**config.mk**
```make
export PLATFORM = sky130hd
export DESIGN_NAME = ssfs_ram
export DESIGN_NICKNAME = d
export VERILOG_FILES = /design/src/hw/rtl/ssfs_ram.sv
export SDC_FILE = /design/constraint.sdc
export NUM_CORES = 2
export LEC_CHECK = 0
export BUFFER_PORTS_ARGS = -buffer_cell sky130_fd_sc_hd__buf_2
export CORE_MARGIN = 2
export CORE_UTILIZATION = 54
export CTS_CLUSTER_SIZE = 12
export DETAILED_ROUTE_END_ITERATION = 12
export PLACE_DENSITY = 0.7
export SETUP_SLACK_MARGIN = 0.5
export SLEW_MARGIN = 25
export SYNTH_ARGS = -nofsm -noshare
export SYNTH_HDL_FRONTEND = slang
export SYNTH_SLANG_ARGS = --single-unit
```
**constraint.sdc**
```tcl
create_clock -name clk -period 7.5 [get_ports clk]
set_clock_uncertainty 0.05 [all_clocks]
set_input_delay 0.75 -clock clk [delete_from_list [all_inputs] [get_ports clk]]
set_output_delay 0.75 -clock clk [all_outputs]
set_load 0.005 [all_outputs]
```
**src/hw/rtl/ssfs_ram.sv**
```systemverilog
// ----------------------------------------------------------------------------
// ssfs_ram
// Generic simple dual-port RAM: one write port, one read port with a
// registered read that holds its data while the read enable is low.
// ----------------------------------------------------------------------------
module ssfs_ram #(
    parameter int WIDTH = 32,
    parameter int DEPTH = 64
) (
    input  logic                     clk,
    input  logic                     we,
    input  logic [$clog2(DEPTH)-1:0] waddr,
    input  logic [WIDTH-1:0]         wdata,
    input  logic                     re,
    input  logic [$clog2(DEPTH)-1:0] raddr,
    output logic [WIDTH-1:0]         rdata
);

    logic [WIDTH-1:0] mem [DEPTH];

    // Write and registered read.
    always_ff @(posedge clk)
    begin
        if (we)
        begin
            mem[waddr] <= wdata;
        end
        if (re)
        begin
            rdata <= mem[raddr];
        end
    end

endmodule
```
==> impl_metrics.toml <==
[outcome]
outcome = "complete, no violations"

[power_and_ir_drop]
swShare_pct = 20.7
p_leak_nw = 27.1
combinationalPowerShare_pct = 5.0
clkPwrFrac_pct = 38.9
p_per_area_nw_per_um2 = 262
power_mw = 23.1
p_sw_mw = 4.78
seqPwrFrac_pct = 56.1
p_int_mw = 18.3
vdd_drop_max_v = 0.000242

[layout]
mostFrequentLayoutCell = "edfxtp_1"
layout.nets = 3584
final_util_pct = 60.5
layout_common_cells = "edfxtp_1 (2080), mux4_2 (544), clkbuf_16 (201)"
syn_to_final_growth_pct = 11.5
drive_above_1_share_pct = 28.4

[clocking]
cts_made_buffers = 200
cts_root_buf = "clkbuf_16"
postCtsResizedCells = 0
cts_setup_buffers = 0
cts.sinks = 2080
clk_path_buf_depth = 3
holdBufCountCts = 0
cts_tree = "done"
h-tree-depth = 4
clk_latency_ps = 820
clkTransAtPathRegs_ps = 60

[drt]
dr_wl_met3_um = 21500
vias = 37300
postRouteAntennaNets = 0
avgRoutedWirePerCell_um = 35.8
dr.pass1.iters = 6
vias_per_cell = 6.72
met1Wirelength_um = 76500
wl_met2_um = 95200
drc = 0
top_layer = "met5"
drt_iter0_drc = 5589
routed_wl_um = 199000

[placement]
post-place-ws_ps = 3130
gp_congestion = 0.801
io_buffers = 78
place_hpwl_um = 102000

[floorplanning]
rows = 140
ios = 79
die_h_um = 386
die_w_um = 386
die_area_sq_um = 149000
start_util_pct = 54.3
core_area_sq_um = 145000

[synth]
synth_cell_types = 33
seq_area_frac_synth_pct = 79.2
synth-edff-count = 2080
synth-main-ff-cell = "edfxtp_1"
avgSynthCellArea_sq_um = 23.7
ys_warn_count = 0
ys_ff_latch = 2080
synth_area_sq_um = 78800
syn_nets = 3371
async_reset_ff_share_pct = 0
syn_inst = 3324

[job]
drv_cap = 0

[global_routing]
grt_pass1_vias = 37100
overflow = 0
grtUsageTotal_pct = 27.1
grt_start_max_net_pins = 99
grt_pass1_wl_um = 280000
antenna_found_initial = 5

[critical_path]
worstSetupPathType = "primary input to flip-flop"
worstPathMaxFanout = 80
r2r_start = "mem[51][5]"
start_kind = "primary input"
reg2reg_depth = 4
worstPathArrival_ps = 3910
timing.rr.end = "rdata[5]"
crit_required_ps = 7950
rrSetupSlack_ps = 4940
cp-end-kind = "flip-flop"

[sta]
fin_ws_ps = 4050
setup_violations = 0
finalCritPeriodShare_pct = 46.1
max_slew_margin_pct = 25.4
holdWs_ps = 340
hold_viol_final = 0
finalSetupTns_ps = 0
tightestPinTransition_ps = 1110
period_minus_slack_ps = 3450
rsz0062_at_grt = "no"
maxSlewViolCount = 0
fmax_mhz = 290

[hold_path]
min_path_type = "primary input to flip-flop"
hold_end = "rdata[30]"
worstHoldPathCells = 3
hold_start = "raddr[4]"
-- registers in the layout, summed over array words and instances, names as in the netlist --
register	flops
rdata	32
mem	2048
-- through the flow --
step | instance area (sq um) | cells
after floorplan | 78800 | 3324
after global placement | 82200 | 5250
after detailed placement | 82300 | 5252
after CTS | 87900 | 5542
after global routing | 87900 | 5542
final | 87900 | 5547
-- metal layers --
| metal | track usage [%] | vias to the layer above |
|---|---|---|
| met5 | 0 | - |
| met4 | 7.22 | 6 |
| met3 | 5.64 | 288 |
| met2 | 42.5 | 2267 |
| met1 | 39.6 | 20100 |
| li1 | - | 14600 |
-- final cells by class --
cell class,count,area (sq um)
diodes,5,12.5
clock buffers,256,5240
clock inverters,34,322
fillers,9701,57300
multi-input cells,1062,16000
flip-flops and latches,2080,62500
well taps,1917,2400
repair buffers,193,1490
-- logic make-up after synthesis --
kind of cell,after synthesis,share of synthesized area [%]
multiplexers,637,16.7
flip-flops,2080,79.2
buffers and inverters,182,1.12
AO/OA/AOI/OAI,202,1.67
AND/OR/NAND/NOR,223,1.26
-- worst max-delay path by stage --
stage                        start    endpoint  slack [ps]  cells after the start
final                     raddr[0]    rdata[4]        4050                      7
after global routing      raddr[0]    rdata[8]        3910                      7
after CTS                 raddr[0]    rdata[8]        3980                      7
after detailed placement  raddr[0]    rdata[8]        3130                      7
after global placement    raddr[0]    rdata[8]        3140                      7
after floorplan           waddr[3]  mem[48][0]        3540                      4
-- power by group through the flow --
stage / clock [mW] / sequential (mW) / combinational, mW
6_report: 8.97 / 12.9 / 1.15
3_5_place_dp: 0 / 13.2 / 1.15
2_1_floorplan: 0 / 13.2 / 0.626
5_1_grt: 9.48 / 12.9 / 1.21
4_1_cts: 9.05 / 12.9 / 1.15
3_3_place_gp: 0 / 13.2 / 1.13
-- synth_stat cells, types with 2 or more instances --
cell / instances / area [sq um]
edfxtp_1: 2080 / 62500
mux4_2: 544 / 12300
nor2_1: 137 / 514
mux2i_1: 93 / 931
o22ai_1: 84 / 526
clkbuf_1: 74 / 278
a21oi_1: 62 / 310
buf_2: 57 / 285
o221ai_1: 27 / 236
nand2_1: 26 / 97.6
buf_4: 25 / 188
buf_1: 21 / 78.8
nor2b_1: 15 / 93.8
a22oi_1: 12 / 90.1
a311oi_1: 8 / 70.1
nand2b_1: 8 / 50.1
nor3_1: 7 / 35.0
buf_6: 5 / 56.3
nand3_1: 5 / 25.0
nand3b_1: 5 / 37.5
a41o_1: 4 / 40.0
and3_1: 4 / 25.0
o32ai_1: 4 / 35.0
or3_1: 3 / 18.8
or3b_2: 3 / 26.3
and2_1: 2 / 12.5
nand4_1: 2 / 12.5
or3b_1: 2 / 17.5
-- critical path: stages --
cell and delay, ps:
buf_8 560, buf_12 570, mux4_2 590, nor2b_1 130, a21oi_1 60, a311oi_1 900
nor3_1 120
Note: power is estimated with default switching activity, not from simulation.
